--- src/mfbp_pkg.sv ---
// ----------------------------------------------------------------------------
// mfbp_pkg
// Shared types and constants for the msb-first field bit packer.
// ----------------------------------------------------------------------------
package mfbp_pkg;

  localparam int unsigned FIELD_W   = 32;             // widest field
  localparam int unsigned CARRY_W   = 7;              // leftover bits below a byte
  localparam int unsigned WORK_W    = FIELD_W + CARRY_W;
  localparam int unsigned LEN_W     = 6;              // 0..39 fits
  localparam int unsigned CHAR_BITS = 6;
  localparam logic [5:0]  MAX_LEN   = 6'd32;
  localparam logic [3:0]  FULL_BYTE = 4'd8;

  typedef enum logic [2:0] {
    KIND_INT   = 3'd0,
    KIND_BIT   = 3'd1,
    KIND_CHAR  = 3'd2,
    KIND_PAD   = 3'd3,
    KIND_FLUSH = 3'd4
  } kind_t;

  // one queued work unit: field bits left aligned, bit count, flush mark
  typedef struct packed {
    logic               is_flush;
    logic [FIELD_W-1:0] bits;
    logic [LEN_W-1:0]   len;
  } entry_t;

  // 6-bit character code: 32..95 keep their low six bits, the rest give 0
  function automatic logic [CHAR_BITS-1:0] six_bit_code(input logic [7:0] c);
    logic [CHAR_BITS-1:0] code;
    code = '0;
    if (c[7:5] == 3'b010 || c[7:5] == 3'b001) begin
      code = c[5:0];
    end
    return code;
  endfunction

endpackage

--- src/mfbp_if.sv ---
// ----------------------------------------------------------------------------
// mfbp interfaces
// Valid/ready channels for packer items and packed stream bytes.
// ----------------------------------------------------------------------------
interface mfbp_item_if;
  logic        valid;
  logic        ready;
  logic [2:0]  req_type;
  logic [31:0] field_value;
  logic [5:0]  field_length;
  logic [7:0]  char_code;
  logic        fill_bit;

  modport source (output valid, req_type, field_value, field_length, char_code,
                  fill_bit, input ready);
  modport sink (input valid, req_type, field_value, field_length, char_code,
                fill_bit, output ready);
endinterface

interface mfbp_byte_if;
  logic       valid;
  logic       ready;
  logic [7:0] out_byte;
  logic [3:0] bits_valid;
  logic       end_of_run;
  logic       stream_end;

  modport source (output valid, out_byte, bits_valid, end_of_run, stream_end,
                  input ready);
  modport sink (input valid, out_byte, bits_valid, end_of_run, stream_end,
                output ready);
endinterface

--- src/mfbp_front.sv ---
// ----------------------------------------------------------------------------
// mfbp_front
// Accepts items and turns each into a left-aligned field or a flush mark.
// ----------------------------------------------------------------------------
module mfbp_front (
  mfbp_item_if.sink        items,
  input  logic             q_full,
  output logic             push,
  output mfbp_pkg::entry_t entry
);

  logic [5:0] len_sat;
  logic [5:0] shift;
  logic       keep;

  assign len_sat = (items.field_length > mfbp_pkg::MAX_LEN) ? mfbp_pkg::MAX_LEN
                                                            : items.field_length;
  assign shift   = mfbp_pkg::MAX_LEN - len_sat;

  always_comb begin
    entry.is_flush = 1'b0;
    entry.bits     = '0;
    entry.len      = '0;
    keep           = 1'b0;
    unique case (mfbp_pkg::kind_t'(items.req_type))
      mfbp_pkg::KIND_INT: begin
        entry.bits = items.field_value << shift;
        entry.len  = len_sat;
        keep       = (len_sat != '0);
      end
      mfbp_pkg::KIND_BIT: begin
        entry.bits = {items.fill_bit, {(mfbp_pkg::FIELD_W-1){1'b0}}};
        entry.len  = 6'd1;
        keep       = 1'b1;
      end
      mfbp_pkg::KIND_CHAR: begin
        entry.bits = {mfbp_pkg::six_bit_code(items.char_code),
                      {(mfbp_pkg::FIELD_W-mfbp_pkg::CHAR_BITS){1'b0}}};
        entry.len  = 6'(mfbp_pkg::CHAR_BITS);
        keep       = 1'b1;
      end
      mfbp_pkg::KIND_PAD: begin
        entry.bits = {mfbp_pkg::FIELD_W{items.fill_bit}} << shift;
        entry.len  = len_sat;
        keep       = (len_sat != '0);
      end
      mfbp_pkg::KIND_FLUSH: begin
        entry.is_flush = 1'b1;
        keep           = 1'b1;
      end
      default: begin
        keep = 1'b0;   // unused kinds are taken and dropped
      end
    endcase
  end

  assign items.ready = !q_full;
  assign push        = items.valid && !q_full && keep;

endmodule

--- src/mfbp_queue.sv ---
// ----------------------------------------------------------------------------
// mfbp_queue
// Two-entry queue between the item front end and the byte back end.
// ----------------------------------------------------------------------------
module mfbp_queue (
  input  logic             clk,
  input  logic             rst,
  input  logic             push,
  input  mfbp_pkg::entry_t wr_entry,
  output logic             full,
  output logic             q_valid,
  output mfbp_pkg::entry_t rd_entry,
  input  logic             pop
);

  mfbp_pkg::entry_t slots [2];
  logic             wr_ptr;
  logic             rd_ptr;
  logic [1:0]       count;

  assign full     = (count == 2'd2);
  assign q_valid  = (count != 2'd0);
  assign rd_entry = slots[rd_ptr];

  always_ff @(posedge clk) begin
    if (push) begin
      slots[wr_ptr] <= wr_entry;
    end
  end

  always_ff @(posedge clk) begin
    if (rst) begin
      wr_ptr <= 1'b0;
      rd_ptr <= 1'b0;
      count  <= '0;
    end else begin
      if (push) begin
        wr_ptr <= !wr_ptr;
      end
      if (pop) begin
        rd_ptr <= !rd_ptr;
      end
      case ({push, pop})
        2'b10:   count <= count + 2'd1;
        2'b01:   count <= count - 2'd1;
        default: count <= count;
      endcase
    end
  end

`ifndef ASSERT_OFF
  a_no_overflow: assert property (@(posedge clk) disable iff (rst)
    full |-> !push) else $error("queue written while full");
  a_no_underflow: assert property (@(posedge clk) disable iff (rst)
    !q_valid |-> !pop) else $error("queue read while empty");
  a_count_range: assert property (@(posedge clk) disable iff (rst)
    count != 2'd3) else $error("queue count out of range");
`endif

endmodule

--- src/mfbp_back.sv ---
// ----------------------------------------------------------------------------
// mfbp_back
// Merges queued fields into the bit window and sends out one byte a cycle while the stream is ready.
// ----------------------------------------------------------------------------
module mfbp_back (
  input  logic             clk,
  input  logic             rst,
  input  logic             q_valid,
  input  mfbp_pkg::entry_t q_entry,
  output logic             pop,
  mfbp_byte_if.source      stream
);

  // window: pending bits left aligned at the top, zeros below
  logic [mfbp_pkg::WORK_W-1:0] win;
  logic [mfbp_pkg::WORK_W-1:0] win_next;
  logic [mfbp_pkg::LEN_W-1:0]  n;
  logic [mfbp_pkg::LEN_W-1:0]  n_next;

  logic [mfbp_pkg::WORK_W-1:0] win_b;
  logic [mfbp_pkg::LEN_W-1:0]  n_b;
  logic [mfbp_pkg::WORK_W-1:0] field_w;

  logic       out_valid;
  logic [7:0] out_byte;
  logic [3:0] bits_valid;
  logic       end_of_run;
  logic       stream_end;

  logic out_free;
  logic have_byte;
  logic emit_full;
  logic do_load;
  logic do_flush;
  logic emit_part;

  assign out_free  = !out_valid || stream.ready;
  assign have_byte = (n >= 6'd8);
  assign emit_full = have_byte && out_free;

  always_comb begin
    if (emit_full) begin
      win_b = win << 8;
      n_b   = n - 6'd8;
    end else begin
      win_b = win;
      n_b   = n;
    end
  end

  assign field_w   = {q_entry.bits, {mfbp_pkg::CARRY_W{1'b0}}} >> n_b;
  assign do_load   = q_valid && !q_entry.is_flush && (n_b < 6'd8);
  assign do_flush  = q_valid && q_entry.is_flush && !have_byte &&
                     ((n == '0) || out_free);
  assign emit_part = do_flush && (n != '0);
  assign pop       = do_load || do_flush;

  always_comb begin
    if (do_flush) begin
      win_next = '0;
      n_next   = '0;
    end else if (do_load) begin
      win_next = win_b | field_w;
      n_next   = n_b + q_entry.len;
    end else begin
      win_next = win_b;
      n_next   = n_b;
    end
  end

  always_ff @(posedge clk) begin
    if (rst) begin
      win <= '0;
      n   <= '0;
    end else begin
      win <= win_next;
      n   <= n_next;
    end
  end

  // output register
  always_ff @(posedge clk) begin
    if (rst) begin
      out_valid <= 1'b0;
    end else if (emit_full || emit_part) begin
      out_valid <= 1'b1;
    end else if (stream.ready) begin
      out_valid <= 1'b0;
    end
  end

  always_ff @(posedge clk) begin
    if (emit_full) begin
      out_byte   <= win[mfbp_pkg::WORK_W-1 -: 8];
      bits_valid <= mfbp_pkg::FULL_BYTE;
      end_of_run <= (n < 6'd16);
      stream_end <= 1'b0;
    end else if (emit_part) begin
      out_byte   <= win[mfbp_pkg::WORK_W-1 -: 8];
      bits_valid <= n[3:0];
      end_of_run <= 1'b1;
      stream_end <= 1'b1;
    end
  end

  assign stream.valid      = out_valid;
  assign stream.out_byte   = out_byte;
  assign stream.bits_valid = bits_valid;
  assign stream.end_of_run = end_of_run;
  assign stream.stream_end = stream_end;

`ifndef ASSERT_OFF
  a_count_max: assert property (@(posedge clk) disable iff (rst)
    n <= 6'(mfbp_pkg::WORK_W)) else $error("window count overrun");
  a_flush_clears: assert property (@(posedge clk) disable iff (rst)
    do_flush |=> n == '0) else $error("flush left bits pending");
  a_short_is_end: assert property (@(posedge clk) disable iff (rst)
    out_valid && !stream_end |-> bits_valid == mfbp_pkg::FULL_BYTE && n < 6'd8 ||
    out_valid && !stream_end && bits_valid == mfbp_pkg::FULL_BYTE)
    else $error("short byte without stream end");
  a_end_marks_run: assert property (@(posedge clk) disable iff (rst)
    out_valid && stream_end |-> end_of_run) else $error("stream end not last");
  a_load_no_byte: assert property (@(posedge clk) disable iff (rst)
    do_load |-> n_b < 6'd8) else $error("load with a whole byte waiting");
`endif

endmodule

--- src/msb_first_field_bit_packer.sv ---
// ----------------------------------------------------------------------------
// msb_first_field_bit_packer
// Packs integer, bit, 6-bit character and padding fields msb first into bytes.
// ----------------------------------------------------------------------------
// path: a field's first byte passes the queue, the bit window and the output register
// throughput: one item per cycle into a 2-entry queue while it is not full; the back
//   end sends one byte a cycle while the stream is ready
// the next load overlaps the last byte; a flush with bits left starts once that byte has left
// reset: synchronous, clears the queue, the pending bits and the output beat
module msb_first_field_bit_packer (
  input  logic        clk,
  input  logic        rst,
  mfbp_item_if.sink   items,
  mfbp_byte_if.source stream
);

  // front end to queue
  logic             push;
  mfbp_pkg::entry_t wr_entry;
  logic             q_full;

  // queue to back end
  logic             q_valid;
  mfbp_pkg::entry_t rd_entry;
  logic             pop;

  // classify: saturate the length, left align the field bits, drop no-ops
  mfbp_front u_front (
    .items  (items),
    .q_full (q_full),
    .push   (push),
    .entry  (wr_entry)
  );

  // short queue so an item beat is taken while bytes still drain
  mfbp_queue u_queue (
    .clk      (clk),
    .rst      (rst),
    .push     (push),
    .wr_entry (wr_entry),
    .full     (q_full),
    .q_valid  (q_valid),
    .rd_entry (rd_entry),
    .pop      (pop)
  );

  // bit window with carry; one stream beat per cycle through the output register while the stream is ready
  mfbp_back u_back (
    .clk     (clk),
    .rst     (rst),
    .q_valid (q_valid),
    .q_entry (rd_entry),
    .pop     (pop),
    .stream  (stream)
  );

endmodule
--- src/flat_wrapper.sv ---
// flat-port wrapper written by rule: the top's interface ports become plain ports
module msb_first_field_bit_packer_flat 
  (clk, rst, items_valid, items_req_type, items_field_value, items_field_length, items_char_code, items_fill_bit, items_ready, stream_valid, stream_out_byte, stream_bits_valid, stream_end_of_run, stream_stream_end, stream_ready);
  mfbp_item_if items_i ();
  mfbp_byte_if stream_i ();
  input  logic clk;
  input  logic rst;
  input wire logic [$bits(items_i.valid)-1:0] items_valid;
  input wire logic [$bits(items_i.req_type)-1:0] items_req_type;
  input wire logic [$bits(items_i.field_value)-1:0] items_field_value;
  input wire logic [$bits(items_i.field_length)-1:0] items_field_length;
  input wire logic [$bits(items_i.char_code)-1:0] items_char_code;
  input wire logic [$bits(items_i.fill_bit)-1:0] items_fill_bit;
  output wire logic [$bits(items_i.ready)-1:0] items_ready;
  output wire logic [$bits(stream_i.valid)-1:0] stream_valid;
  output wire logic [$bits(stream_i.out_byte)-1:0] stream_out_byte;
  output wire logic [$bits(stream_i.bits_valid)-1:0] stream_bits_valid;
  output wire logic [$bits(stream_i.end_of_run)-1:0] stream_end_of_run;
  output wire logic [$bits(stream_i.stream_end)-1:0] stream_stream_end;
  input wire logic [$bits(stream_i.ready)-1:0] stream_ready;
  assign items_i.valid = items_valid;
  assign items_i.req_type = items_req_type;
  assign items_i.field_value = items_field_value;
  assign items_i.field_length = items_field_length;
  assign items_i.char_code = items_char_code;
  assign items_i.fill_bit = items_fill_bit;
  assign items_ready = items_i.ready;
  assign stream_valid = stream_i.valid;
  assign stream_out_byte = stream_i.out_byte;
  assign stream_bits_valid = stream_i.bits_valid;
  assign stream_end_of_run = stream_i.end_of_run;
  assign stream_stream_end = stream_i.stream_end;
  assign stream_i.ready = stream_ready;
  msb_first_field_bit_packer u_core (.clk(clk), .rst(rst), .items(items_i), .stream(stream_i));
endmodule
--- config.mk ---
export PLATFORM = sky130hd
export DESIGN_NAME = msb_first_field_bit_packer_flat
export DESIGN_NICKNAME = d
export VERILOG_FILES = /design/src/mfbp_pkg.sv /design/src/mfbp_if.sv /design/src/mfbp_front.sv /design/src/mfbp_queue.sv /design/src/mfbp_back.sv /design/src/msb_first_field_bit_packer.sv /design/src/flat_wrapper.sv
export SDC_FILE = /design/constraint.sdc
export NUM_CORES = 1
export LEC_CHECK = 0
export ABC_AREA = 1
export BUFFER_PORTS_ARGS = -buffer_cell sky130_fd_sc_hd__buf_2
export CAP_MARGIN = 15
export CELL_PAD_IN_SITES_DETAIL_PLACEMENT = 1
export CELL_PAD_IN_SITES_GLOBAL_PLACEMENT = 1
export CORE_ASPECT_RATIO = 0.5
export CORE_MARGIN = 2
export CORE_UTILIZATION = 40
export CTS_CLUSTER_DIAMETER = 150
export DETAILED_ROUTE_END_ITERATION = 7
export PLACE_DENSITY_LB_ADDON = 0.15
export SETUP_SLACK_MARGIN = 0.4
export SYNTH_ARGS = -nofsm -noshare
export SYNTH_HDL_FRONTEND = slang
export SYNTH_SLANG_ARGS = --single-unit
export TNS_END_PERCENT = 50
--- constraint.sdc ---
create_clock -name clk -period 4.5 [get_ports clk]
set_input_delay 0.45 -clock clk [delete_from_list [all_inputs] [get_ports clk]]
set_output_delay 0.45 -clock clk [all_outputs]
set_load 0.1 [all_outputs]
# ---- Yosys cells after proc, flatten, opt, wreduce, memory -nomap -nowiden
# Memories as Yosys holds them, arrays and structs flattened. A register that Yosys moved wholly into a read port is not among the register bits.
# Index checks and enable logic that the tools add are counted.
dict set report word_totals {
  register_bits 64
  ramBits 78
  in_bits 54
  out_inout_bits 16
  elab_cells 84
  memories 1
}
# name words word_bits read_ports rd_clocked_by_memory_dff write_ports line_no
set mem_list {}
lappend mem_list {u_core.u_queue.slots 2 39 1 1 1 mfbp_queue.sv:16} ;# mfbp_pkg::entry_t slots [2];
dict set report op_classes {
  addsub 5
  n_lt_le_gt_ge 4
  eq_ne 9
  n_shift 3
  mux 20
  bitwise 1
  reduce_logical 31
}
# cell n
set ops {}
lappend ops {{$pmux 38 s4} 1}
lappend ops {{$mux 39} 2}
lappend ops {{$shl 32x6->32} 2}
lappend ops {{$or 39x39->39} 1}
lappend ops {{$shr 39x6->39} 1}
lappend ops {{$mux 6} 4}
lappend ops {{$mux 8} 2}
lappend ops {{$reduce_bool 6->1} 2}
lappend ops {{$eq 3x2->1 const B} 3}
lappend ops {{$logic_and 1x1->1} 9}
lappend ops {{$mux 1} 9}
lappend ops {{$reduce_bool 2->1} 4}
lappend ops {{$add 6x6->6} 1}
lappend ops {{$eq 3x1->1 const B} 2}
lappend ops {{$ge 6x4->1 const B} 1}
lappend ops {{$gt 6x6->1 const B} 1}
lappend ops {{$logic_not 1->1} 6}
lappend ops {{$logic_not 6->1} 1}
lappend ops {{$lt 6x4->1 const B} 1}
lappend ops {{$lt 6x5->1 const B} 1}
lappend ops {{$sub 6x4->6 const B} 1}
lappend ops {{$sub 6x6->6 const A} 1}
lappend ops {{$logic_or 1x1->1} 5}
lappend ops {{$eq 2x2->1 const B} 2}
lappend ops {{9 further kinds} 10}

# ---- Longest topological paths before layout
# Gate-level depths: netlist of run 1.
dict set report depth {
  ltp_word 9
  ltp_mapped 16
  depth_no_buf 16
}

# ---- By module
# From an unflattened synthesis of run 1, not the netlist that was laid out.
dict set report hier_totals {
  hier_cells 1436
  area_unflattened_um2 9970.8
}
# mod n_inst cells_each area_each_um2 seq_area_each_um2
set by_module_without_submodules {}
lappend by_module_without_submodules {mfbp_back 1 720 4365.4 1291.2}
lappend by_module_without_submodules {mfbp_queue 1 154 3085.5 2442.3}
lappend by_module_without_submodules {mfbp_front 1 562 2519.9 0.0}

# ---- Least setup slack after synthesis of run 1
# No wires, ideal clock.
dict set report synth_path {
  path_type {in2reg}
  start {input items_field_length[5]}
  end {memory u_core.u_queue.slots[0][0] (netlist bit), enable pin}
  setup_time_ns 0.436
  t_arrival_ns 3.177
  required_time_ns 4.064
  path_slack_ns 0.888
  stages 9
  path_buffers 1
  cell_sequence {inv_2 > nand2_2 > buf_1 > ha_1 > nand3_1 > nor3b_1 > o21bai_1 > nand3_1 > nor2_1}
}
dict set report synth_between {
  elab_chain_len 7
}
# item line_no
set synth_rtl {}
lappend synth_rtl {{from (decl)} flat_wrapper.sv:11} ;# input wire logic [$bits(items_i.field_length)-1:0] items_field_length;
lappend synth_rtl {{$gt 6x6->1} mfbp_front.sv:16} ;# assign len_sat = (items.field_length > mfbp_pkg::MAX_LEN) ? mfbp_pkg::MAX_LEN
lappend synth_rtl {{$mux 6 *} mfbp_front.sv:16}
lappend synth_rtl {{$reduce_bool 6->1 *} {mfbp_front.sv:29, mfbp_front.sv:45}}
lappend synth_rtl {{$pmux 1 s2 *} mfbp_front.sv:25} ;# unique case (mfbp_pkg::kind_t'(items.req_type))
lappend synth_rtl {{$logic_and 1x1->1 *} mfbp_front.sv:58} ;# assign push = items.valid && !q_full && keep;
lappend synth_rtl {{$mux 1 *} mfbp_queue.sv:26} ;# if (push) begin
lappend synth_rtl {{$mux 1 (implied by the code) *} mfbp_queue.sv:27} ;# slots[wr_ptr] <= wr_entry;
lappend synth_rtl {{to (decl)} mfbp_queue.sv:16}
# Every way passes the cells marked *; elsewhere a longest branch is shown, timed or not.

==> results of run 1 <==
report_power, final:
group	switching [mW]	internal, mW	total, mW
registers	0.0782	1.61	1.69
clock network	0.603	0.777	1.38
logic	2.48	0.846	3.33
cells in the final DEF (no fill, tap or decap), types with 3 or more instances in the layout:
| cell | Yosys | layout |
|---|---|---|
| nor2_4 | 2 | 4 |
| inv_6 | 0 | 3 |
| or2_2 | 6 | 6 |
| xor2_1 | 5 | 4 |
| nand3_1 | 442 | 442 |
| o211ai_2 | 5 | 5 |
| nand2_4 | 5 | 5 |
| nand3_2 | 4 | 4 |
| clkinvlp_4 | 0 | 4 |
| nand4_1 | 9 | 9 |
| inv_8 | 0 | 4 |
| a21oi_1 | 58 | 58 |
| buf_4 | 6 | 16 |
| o21bai_1 | 3 | 3 |
| nor3_1 | 6 | 6 |
| a31oi_1 | 9 | 9 |
| inv_1 | 77 | 77 |
| buf_2 | 35 | 69 |
| o21a_1 | 3 | 3 |
| edfxtp_1 | 87 | 87 |
| o21ai_0 | 45 | 45 |
| nand2_2 | 5 | 5 |
| clkbuf_16 | 0 | 17 |
| nand2_1 | 319 | 319 |
| nor2_1 | 45 | 43 |
| ha_1 | 9 | 9 |
| o211ai_1 | 7 | 7 |
| o21ai_1 | 10 | 10 |
| inv_2 | 10 | 10 |
| dfxtp_1 | 56 | 56 |
stage by stage:
stage / util / std cells / hold slack (ns) / instance area, µm² / total power [mW]
2_1_floorplan: - / 1337 / 0.4030 / 9533 / 4.276
6_report: 0.4566 / 1674 / 0.2399 / 10540 / 6.400
4_1_cts: 0.4566 / 1674 / 0.2322 / 10540 / 6.395
5_1_grt: 0.4566 / 1674 / 0.2381 / 10540 / 6.839
3_5_place_dp: 0.4316 / 1642 / 0.4184 / 9962 / 5.001
3_3_place_gp: 0.4316 / 1642 / 0.4108 / 9962 / 4.925
worst max path at each step:
stage,endpoint,cells past startpoint,startpoint,slack [ns]
after CTS,u_core.u_back.n[5]$_SDFF_PP0_,14,flop,1.52
after global routing,u_core.u_back.n[5]$_SDFF_PP0_,14,flop,1.21
after floorplan,u_core.u_queue.slots[0][0]$_DFFE_PP_,9,items_field_length[5],0.89
after detailed placement,u_core.u_queue.slots[0][29]$_DFFE_PP_,11,items_field_length[5],1.41
final,u_core.u_back.n[5]$_SDFF_PP0_,14,flop,1.55
after global placement,u_core.u_queue.slots[0][29]$_DFFE_PP_,11,items_field_length[5],1.46
metal layers:
metal	GRT usage	vias up	routed length, µm	part of all wire
met5	0	-	0	0
met4	0.05450	0	336	0.011
met3	0.03298	29	1015	0.033
met2	0.3998	173	13720	0.45
met1	0.3661	4571	15740	0.51
li1	-	4636	-	-
worst reg2reg max path: stages, from the launching register on:
cell	delay [ns]
dfxtp_1	0.32
buf_4	0.38
inv_2	0.38
or2_2	0.38
o21ai_0	0.17
inv_1	0.10
ha_1	0.30
nand3_1	0.08
nand2_1	0.08
inv_1	0.08
o21bai_1	0.06
a21oi_1	0.15
xor2_1	0.18
nand2_1	0.07
a21oi_1	0.13
cell families (layout without fill, tap and decap cells):
logic type	Yosys count	in the layout
compound gates	142	142
xor+xnor	8	8
fa+ha+maj	10	10
buf+inv	177	207
flops	143	143
mux	2	2
simple gates	855	855
area by class of cell:
class                           instances  area, µm²
Clock buffer                           17      425.4
Multi-Input combinational cell       1017       5036
Timing Repair Buffer                   85      465.4
Fill cell                            2947      12540
Clock inverter                         15      150.1
Tap cell                              307      384.1
Inverter                               90      342.8
Sequential cell                       143       3734
flip-flops by register name (all words and copies together) (netlist names), 2 cells and up, named ones only:
name and cells:
u_core.u_back.stream.out_byte 8, u_core.u_queue.count 2, u_core.u_back.n 6, u_core.u_back.stream.bits_valid 4, u_core.u_back.win 39, u_core.u_queue.slots 78
==> results.json, run 1 <==
{
  "status": "finished, final reports clean",
  "cts_root_buffer": "clkbuf_16",
  "synth.top_cell.area_share": 0.2741,
  "chipHeight_um": 113.2,
  "place_congestion": 0.9076,
  "synth_top_family_by_area": "simple AND/OR/NAND/NOR gates",
  "grt_max_degree": 63,
  "antenna_found_initial": 0,
  "post-route-period-util": 0.6547,
  "ant_nets": 0,
  "fin_crit_ns": 2.946,
  "max_stage_delay_ns": 0.38,
  "yosysMostFrequentCell": "nand3_1",
  "ir_worst_vdd_mv": 0.3156,
  "ctsResizeCount": 0,
  "synthSimpleGateAreaFrac": 0.4180,
  "synth-compound-area-share": 0.08374,
  "grt_usage": 0.2516,
  "fin_setup_tns_ns": 0,
  "cts_tree": "built",
  "synth_adder_area_share": 0.01391,
  "clk_pin_slew_ns": 0.07,
  "ys_seq_area_frac": 0.3917,
  "dp_worst_setup_slack_ns": 1.407,
  "ctsHoldBuffers": 0,
  "cp_num_buf_inv": 4,
  "synthesis.area_um2": 9533,
  "start_util": 0.4130,
  "area_growth_syn_to_layout_pct": 10.54,
  "hold_viol": 0,
  "drive_above_1_share": 0.1222,
  "via_per_inst": 5.621,
  "cts_buffer_depth": 2,
  "crit_path_cell_trace": "buf_4 -> inv_2 -> or2_2 -> o21ai_0 -> inv_1 -> ha_1 -> nand3_1 -> nand2_1 -> inv_1 -> o21bai_1 -> a21oi_1 -> xor2_1 -> nand2_1 -> a21oi_1",
  "crit_slowest_cell": "buf_4",
  "postSynthCellCount": 1337,
  "hold_start": "rst",
  "end_kind": "flop",
  "maxSlewHeadroom": 0.3241,
  "diodes": 0,
  "cp_max_fo": 41,
  "synth_edf_count": 87,
  "vias": 9409,
  "synth_flop_cell": "edfxtp_1",
  "cts.sinks": 143,
  "core_um2": 23080,
  "die_w_um": 222.3,
  "synth_seq_cells": 143,
  "drt_wl_total_um": 30810,
  "hpwl_um": 22890,
  "io_pins": 70,
  "htreeDepth": 4,
  "synth.area.mux_share": 0.002100,
  "yosys_warnings": 0,
  "avgSynthCellArea_um2": 7.130,
  "power_density_nw_per_um2": 607.3,
  "required_ns": 4.86,
  "cap_violations": 0,
  "overflow": 0,
  "yosys.cell_types.count": 47,
  "cp.arrival_ns": 3.30,
  "synth_xor_area_frac": 0.008138,
  "nets": 1418,
  "fmax_mhz": 339.4,
  "min_to": "u_core.u_queue.count[1]$_SDFFE_PP0P_",
  "rr_worst_depth": 14,
  "port_buffers": 69,
  "numCtsBuffers": 17,
  "ys_async_sr_fraction": 0,
  "synth_nets": 1401,
  "wl_per_cell_um": 18.40,
  "path_delay_family": "buffers and inverters",
  "drc": 0,
  "grt_pass1_vias": 9235,
  "worstSkewPairLatency_ns": 0.44,
  "criticalPathCategory": "flop to flop",
  "drt_first_pass_iters": 5,
  "start_kind": "flop",
  "report.final.setup_viol": 0,
  "skew_ns": 0.01240,
  "tightest_slew_ns": 1.013,
  "post-cts-setup-buffers": 0,
  "grt_pass1_wl_um": 50610,
  "p_leak_nw": 4.461,
  "finalWorstSetupSlack_ns": 1.554,
  "slew_violations": 0,
  "rrSetupSlack_ns": 1.55,
  "netlist_top_cells_count": "nand3_1, nand2_1, edfxtp_1",
  "rsz0062_at_grt": "no",
  "r2r-end": "u_core.u_back.n[5]$_SDFF_PP0_",
  "hold_class": "input port to flop",
  "yosysTopAreaCell": "edfxtp_1",
  "die_area_um2": 25160,
  "holdPathStages": 2,
  "drt-initial-drc-count": 799,
  "num_rows": 39,
  "synthTopCellsByArea": "edfxtp_1, nand3_1, nand2_1, dfxtp_1, a21oi_1"
}
Power figures use the tool's default switching activity.
==> run 2, diff against run 1 <==
--- a/config.mk
+++ b/config.mk
@@ -5,7 +5,7 @@
 export SDC_FILE = /design/constraint.sdc
 export NUM_CORES = 1
 export LEC_CHECK = 0
-export ABC_AREA = 1
+export ABC_AREA = 0
 export BUFFER_PORTS_ARGS = -buffer_cell sky130_fd_sc_hd__buf_2
 export CAP_MARGIN = 15
 export CELL_PAD_IN_SITES_DETAIL_PLACEMENT = 1
==> constraint.sdc (replaced) <==
create_clock -name clk -period 2.5 [get_ports clk]
set_input_delay 0.25 -clock clk [delete_from_list [all_inputs] [get_ports clk]]
set_output_delay 0.25 -clock clk [all_outputs]
set_load 0.1 [all_outputs]
==> run 2 against run 1 <==
Against the previous run:
- count of clock-buffer cells in the layout rose by 2
- first-iteration DRC count down 33%
- routed wire length increased by 4.9%
- global-route usage up 0.60 points
- clock skew down 0.0033 ns
- hold slack got worse by 0.095 ns
- utilization increased by 9.8 points
- largest cell class unchanged
==> results.json, run 2 <==
{
  "skew_ns": 0.009068,
  "crit_slowest_cell": "or4b_4",
  "vias": 8254,
  "numCtsBuffers": 17,
  "report.final.setup_viol": 0,
  "nets": 1143,
  "ys_async_sr_fraction": 0,
  "ir_worst_vdd_mv": 0.7064,
  "worstSkewPairLatency_ns": 0.43,
  "p_leak_nw": 4.784,
  "cts_root_buffer": "clkbuf_16",
  "postSynthCellCount": 901,
  "power_density_nw_per_um2": 1032,
  "crit_end": "u_core.u_back.n[5]$_SDFF_PP0_",
  "max_stage_delay_ns": 0.49,
  "ant_nets": 0,
  "cts.sinks": 143,
  "diodes": 0,
  "power_mw": 13.05,
  "synthesis.area_um2": 9285,
  "drt_first_pass_iters": 5,
  "avgSynthCellArea_um2": 10.31,
  "synth.top_cell.area_share": 0.2814,
  "start_util": 0.4075,
  "post-route-period-util": 0.9211,
  "slew_violations": 0,
  "fmax_mhz": 434.3,
  "wl_per_cell_um": 23.09,
  "largest-register": "u_core.u_queue.slots",
  "maxSlewHeadroom": 0.6315,
  "num_rows": 39,
  "drt-initial-drc-count": 532,
  "start_kind": "flop",
  "synth_nets": 965,
  "r2r-end": "u_core.u_back.n[5]$_SDFF_PP0_",
  "grt_pass1_vias": 8355,
  "grt_pass1_wl_um": 48520,
  "criticalPathCategory": "flop to flop",
  "synthTopCellsByArea": "edfxtp_1, dfxtp_1, mux4_2, mux2i_1, nand2_1",
  "core_um2": 22790,
  "cp_num_buf_inv": 3,
  "holdPathStages": 2,
  "reg.largest.list": "u_core.u_queue.slots x78, u_core.u_back.win x39, u_core.u_back.stream.out_byte x8",
  "htreeDepth": 4,
  "p_comb_frac": 0.558,
  "hold_viol": 0,
  "place_congestion": 0.9199,
  "path_delay_family": "simple AND/OR/NAND/NOR gates",
  "hpwl_um": 22670,
  "cp.arrival_ns": 2.64,
  "grt_usage": 0.2576,
  "fin_crit_ns": 2.303,
  "final_common_cell": "buf_4",
  "switching_share": 0.4149,
  "clkPwrFrac": 0.193,
  "synth_seq_cells": 143,
  "cp_max_fo": 3,
  "synth_edf_count": 87,
  "die_area_um2": 24520,
  "ctsHoldBuffers": 0,
  "cap_violations": 0,
  "via_per_inst": 5.900,
  "drive_above_1_share": 0.4332,
  "power_switching_mw": 5.414,
  "synth_flop_cell": "edfxtp_1",
  "grt_max_degree": 44,
  "cts_tree": "built",
  "yosysTopAreaCell": "edfxtp_1",
  "chipHeight_um": 111.7,
  "intPower_mw": 7.635,
  "rrSetupSlack_ns": 0.20,
  "drc": 0,
  "final_cell_mix": "buf_4, nand2_1, edfxtp_1",
  "yosysMostFrequentCell": "nand2_1",
  "port_buffers": 69,
  "path_depth": 12,
  "end_kind": "flop",
  "cp_common_cell": "ha_4",
  "drt_wl_total_um": 32300,
  "overflow": 0,
  "hold_class": "input port to flop",
  "die_w_um": 219.5,
  "hold_slack_ns": 0.1454,
  "clk_pin_slew_ns": 0.06,
  "status": "finished, final reports clean",
  "area_growth_syn_to_layout_pct": 36.13,
  "reg2reg_from": "u_core.u_back.n[4]$_SDFF_PP0_",
  "tightest_slew_ns": 0.5518,
  "critPathLaunch": "u_core.u_back.n[4]$_SDFF_PP0_",
  "ys_seq_area_frac": 0.4021,
  "yosys.cell_types.count": 82,
  "yosys_warnings": 0,
  "pwr-share-seq": 0.248,
  "rr_worst_depth": 12,
  "largest_register_ffs": 78,
  "io_pins": 70,
  "antenna_found_initial": 0,
  "netlist_top_cells_count": "nand2_1, edfxtp_1, mux2i_1",
  "crit_path_cell_trace": "inv_2 -> ha_4 -> or4b_4 -> nand2_4 -> nand2_2 -> clkinv_2 -> ha_4 -> inv_1 -> o21bai_2 -> a21oi_4 -> xnor2_2 -> o31ai_1",
  "cts_buffer_depth": 2,
  "required_ns": 2.84,
  "rsz0062_at_grt": "yes"
}
[run 2: logic make-up after synthesis]
group,after synthesis,share of synthesized area
compound gates,212,0.1598
xor+xnor,12,0.01213
fa+ha+maj,11,0.01536
buf+inv,93,0.04582
flops,143,0.4021
mux,147,0.2238
simple gates,283,0.1410
[run 2: power groups by stage]
stage	clock network [mW]	registers [mW]	logic, mW
6_report	2.52	3.24	7.29
5_1_grt	2.66	3.29	7.73
4_1_cts	2.55	3.24	6.56
3_5_place_dp	0	3.27	5.70
3_3_place_gp	0	3.24	5.61
2_1_floorplan	0	3.79	3.43
[run 2: area by class of cell]
| type | instances | area (µm²) |
|---|---|---|
| inverter | 21 | 91.34 |
| timing repair buffer | 231 | 1929 |
| sequential | 143 | 3746 |
| clock inverter | 13 | 152.6 |
| fill | 2416 | 10150 |
| multi-input combinational | 665 | 5903 |
| clock buffer | 19 | 432.9 |
| tap | 307 | 384.1 |
[run 2: layer usage]
| metal | track usage | part of all wire | vias to the layer above |
|---|---|---|---|
| li1 | - | - | 3795 |
| met3 | 0.03962 | 0.040 | 35 |
| met1 | 0.3637 | 0.46 | 4213 |
| met2 | 0.4156 | 0.48 | 211 |
| met4 | 0.06486 | 0.015 | 0 |
| met5 | 0 | 0 | - |
[run 2: how the worst min path moves through the flow]
stage                                     start                                         end  slack [ns]
2_1_floorplan  u_core.u_back.win[31]$_SDFF_PP0_  u_core.u_back.stream.out_byte[0]$_DFFE_PP_        0.41
3_3_place_gp   u_core.u_back.win[38]$_SDFF_PP0_  u_core.u_back.stream.out_byte[7]$_DFFE_PP_        0.41
3_5_place_dp   u_core.u_back.win[38]$_SDFF_PP0_  u_core.u_back.stream.out_byte[7]$_DFFE_PP_        0.43
4_1_cts                                     rst     u_core.u_back.stream.valid$_SDFFE_PP0P_        0.12
5_1_grt                                     rst     u_core.u_back.stream.valid$_SDFFE_PP0P_        0.14
6_report                                    rst     u_core.u_back.stream.valid$_SDFFE_PP0P_        0.15
[run 2: metrics by stage]
step	setup slack, ns	instance area, µm²	std cells	utilization	TNS, ns
4_1_cts	0.2667	11960	1372	0.5249	0
5_1_grt	0.1198	12640	1399	0.5547	0
6_report	0.1972	12640	1399	0.5547	0
3_5_place_dp	-0.2609	10700	1311	0.4697	-6.363
3_3_place_gp	-0.1969	10700	1311	0.4697	-4.266
2_1_floorplan	-0.1341	9447	901	-	-2.561
[run 2: timing repair]
| action | CTS | global route |
|---|---|---|
| endpoints found under the setup margin | 98 | 106 |
| pin swaps | 19 | 34 |
| gates cloned | 3 | 1 |
| buffers inserted | 26 | 26 |
| gates resized for setup | 90 | 100 |
==> run 3, diff against run 2 <==
--- a/config.mk
+++ b/config.mk
@@ -19,5 +19,6 @@
 export SETUP_SLACK_MARGIN = 0.4
 export SYNTH_ARGS = -nofsm -noshare
 export SYNTH_HDL_FRONTEND = slang
+export SYNTH_HIERARCHICAL = 1
 export SYNTH_SLANG_ARGS = --single-unit
 export TNS_END_PERCENT = 50
==> run 3 against run 2 <==
Against the previous run:
- via count down 11%
- fmax up 4.1%
- cell count down 7.7%
- clock power down 6%
- design area down 5.4%
- count of clock-buffer cells in the layout down 2
- clock skew up 0.0039 ns
- global-route usage down 2.9 points
- power down 15%
- critical endpoint is now u_core/u_queue/count[1]$_SDFFE_PP0P_
==> results.json, run 3 <==
{
  "status": "finished, final reports clean",
  "io_pins": 70,
  "num_rows": 38,
  "regArea_um2": 3747,
  "r2r-end": "u_core/u_queue/count[1]$_SDFFE_PP0P_",
  "worstSkewPairLatency_ns": 0.43,
  "hold_class": "input port to flop",
  "area_growth_syn_to_layout_pct": 32.98,
  "cts_buffer_depth": 2,
  "rr_worst_depth": 9,
  "avgSynthCellArea_um2": 11.01,
  "cts_root_buffer": "clkbuf_16",
  "cts.sinks": 143,
  "power_density_nw_per_um2": 931.8,
  "hold_start": "rst",
  "crit_path_cell_trace": "or3_4 -> o21a_4 -> o31a_1 -> nand2_2 -> nand2_4 -> ha_4 -> xnor2_2 -> or3_1 -> a21oi_1",
  "yosys_warnings": 6,
  "ir_worst_vdd_mv": 0.7334,
  "diodes": 0,
  "hold_viol": 0,
  "rsz0062_at_grt": "yes",
  "ant_nets": 0,
  "cp.arrival_ns": 2.58,
  "final_common_cell": "buf_4",
  "crit_slowest_cell": "or3_4",
  "final_util": 0.5467,
  "wl_met2_um": 12980,
  "drc": 0,
  "antenna_found_initial": 0,
  "criticalPathCategory": "flop to flop",
  "cp_max_fo": 4,
  "ys_seq_area_frac": 0.4152,
  "start_kind": "flop",
  "clk_pin_slew_ns": 0.06,
  "dp_worst_setup_slack_ns": -0.3980,
  "synth_nets": 882,
  "wl_met3_um": 932,
  "largest-register": "u_core/u_queue/slots",
  "wl_per_cell_um": 21.45,
  "die_area_um2": 23770,
  "slew_violations": 0,
  "drt_first_pass_iters": 5,
  "drt_wl_total_um": 27690,
  "synth_flop_cell": "edfxtp_1",
  "chipHeight_um": 110.0,
  "p_leak_nw": 4.574,
  "skew_ns": 0.01293,
  "drt-met1-wl_um": 13420,
  "ys_async_sr_fraction": 0,
  "cts_tree": "built",
  "holdPathStages": 2,
  "multi_input_area_um2": 5570,
  "start_util": 0.4112,
  "numCtsBuffers": 17,
  "fmax_mhz": 452.1,
  "via_per_inst": 5.674,
  "fin_setup_tns_ns": 0,
  "path_delay_family": "simple AND/OR/NAND/NOR gates",
  "htreeDepth": 4,
  "nets": 1043,
  "final_cell_mix": "buf_4, edfxtp_1, mux2i_1",
  "finalWorstSetupSlack_ns": 0.2879,
  "end_kind": "flop",
  "synthTopCellsByArea": "edfxtp_1, dfxtp_1, mux2i_1, mux4_2, mux2_2",
  "drive_above_1_share": 0.4470,
  "postSynthCellCount": 817,
  "post-route-period-util": 0.8849,
  "reg.largest.list": "u_core/u_queue/slots x78, u_core/u_back/win x39, u_core/u_back/stream.out_byte x8",
  "hpwl_um": 19460,
  "rrSetupSlack_ns": 0.29,
  "core_um2": 21870,
  "maxSlewHeadroom": 0.6128,
  "overflow": 0,
  "grt_pass1_vias": 7408,
  "topRoutingLayerUsed": "met4",
  "yosysTopAreaCell": "edfxtp_1",
  "cp_num_buf_inv": 0,
  "min_to": "u_core/u_queue/count[1]$_SDFFE_PP0P_",
  "netlist_top_cells_count": "edfxtp_1, mux2i_1, nand2_1",
  "yosys.cell_types.count": 85,
  "required_ns": 2.87,
  "fill_cells": 2313,
  "vias": 7325,
  "die_w_um": 216.0,
  "reg2reg_from": "u_core/u_back/n[0]$_SDFFE_PP0P_",
  "place_congestion": 0.9462,
  "instances_no_fill": 1291,
  "tightest_slew_ns": 0.5808,
  "port_buffers": 69,
  "report.final.setup_viol": 0,
  "synthesis.area_um2": 8992,
  "largest_register_ffs": 78,
  "place_inst": 1222,
  "cap_violations": 0,
  "grt_max_degree": 42,
  "synth_edf_count": 87,
  "drt-initial-drc-count": 442,
  "grt_usage": 0.2285,
  "max_stage_delay_ns": 0.40,
  "synth.top_cell.area_share": 0.2905,
  "synth_seq_cells": 143,
  "fin_crit_ns": 2.212,
  "grt_pass1_wl_um": 41610
}
-- run 3: cell count changes in the layout (fill, tap and decap cells not counted), sizes merged, moves of 7 or more --
cell	before	now
nand2	131	62
o22ai	6	43
buf	230	203
mux2i	64	87
a31oi	31	9
o211ai	27	10
mux2	39	53
mux4	44	31
nor2	59	46
a211oi	9	20
nand4	8	1
or3	10	3
-- run 3: cell families after synthesis --
family / Yosys count / share of synthesized area
compound gates: 206 / 0.1597
simple gates: 191 / 0.1066
mux: 171 / 0.2409
flops: 143 / 0.4152
buf+inv: 80 / 0.04661
xor+xnor: 13 / 0.01266
fa+ha+maj: 13 / 0.01837
-- run 3: power by group --
group / leakage [nW] / switching (mW) / internal [mW]
combinational: 3.01 / 3.29 / 2.34
sequential: 1.30 / 0.184 / 2.96
clock: 0.270 / 1.07 / 1.30
-- run 3: layout make-up --
cell class                      count  share of cell area
Clock inverter                     15             0.01078
Clock buffer                       17             0.03558
Sequential cell                   143              0.3134
Tap cell                          300             0.03139
Multi-Input combinational cell    594              0.4658
Timing Repair Buffer              205              0.1368
Inverter                           17            0.006278
-- run 3: per-stage QoR --
step           power [mW]  hold slack, ns  instance area, µm²
5_1_grt             11.69          0.1292               11960
6_report            11.14          0.1258               11960
2_1_floorplan       6.717          0.3120                9130
3_3_place_gp        7.963          0.4182               10340
4_1_cts             10.80          0.1105               11370
3_5_place_dp        8.063          0.4206               10340
-- run 3: worst max path at each step --
| stage | startpoint | to | slack [ns] | cells past startpoint |
|---|---|---|---|---|
| after floorplan | items_field_length[0] | u_core/u_queue/slots[0][32]$_DFFE_PP_ | -0.08 | 13 |
| after global placement | items_field_length[5] | u_core/u_queue/slots[0][20]$_DFFE_PP_ | -0.42 | 11 |
| after detailed placement | items_field_length[5] | u_core/u_queue/slots[0][20]$_DFFE_PP_ | -0.40 | 11 |
| after CTS | u_core/u_back/n[0]$_SDFFE_PP0P_ | u_core/u_queue/count[1]$_SDFFE_PP0P_ | 0.28 | 9 |
| after global routing | u_core/u_back/n[0]$_SDFFE_PP0P_ | u_core/u_queue/count[1]$_SDFFE_PP0P_ | 0.22 | 9 |
| final | u_core/u_back/n[0]$_SDFFE_PP0P_ | u_core/u_queue/count[1]$_SDFFE_PP0P_ | 0.29 | 9 |
-- run 3: what timing repair did --
action	in CTS	in global routing
buffers inserted	19	16
hold buffers	0	0
pin swaps	20	36
gates cloned	0	2
endpoints found under the setup margin	86	98
gates resized for setup	71	88
-- run 3: metal layers --
metal / track usage / vias up
li1: - / 3488
met1: 0.3218 / 3672
met2: 0.3704 / 139
met3: 0.03676 / 26
met4: 0.05871 / 0
met5: 0 / -
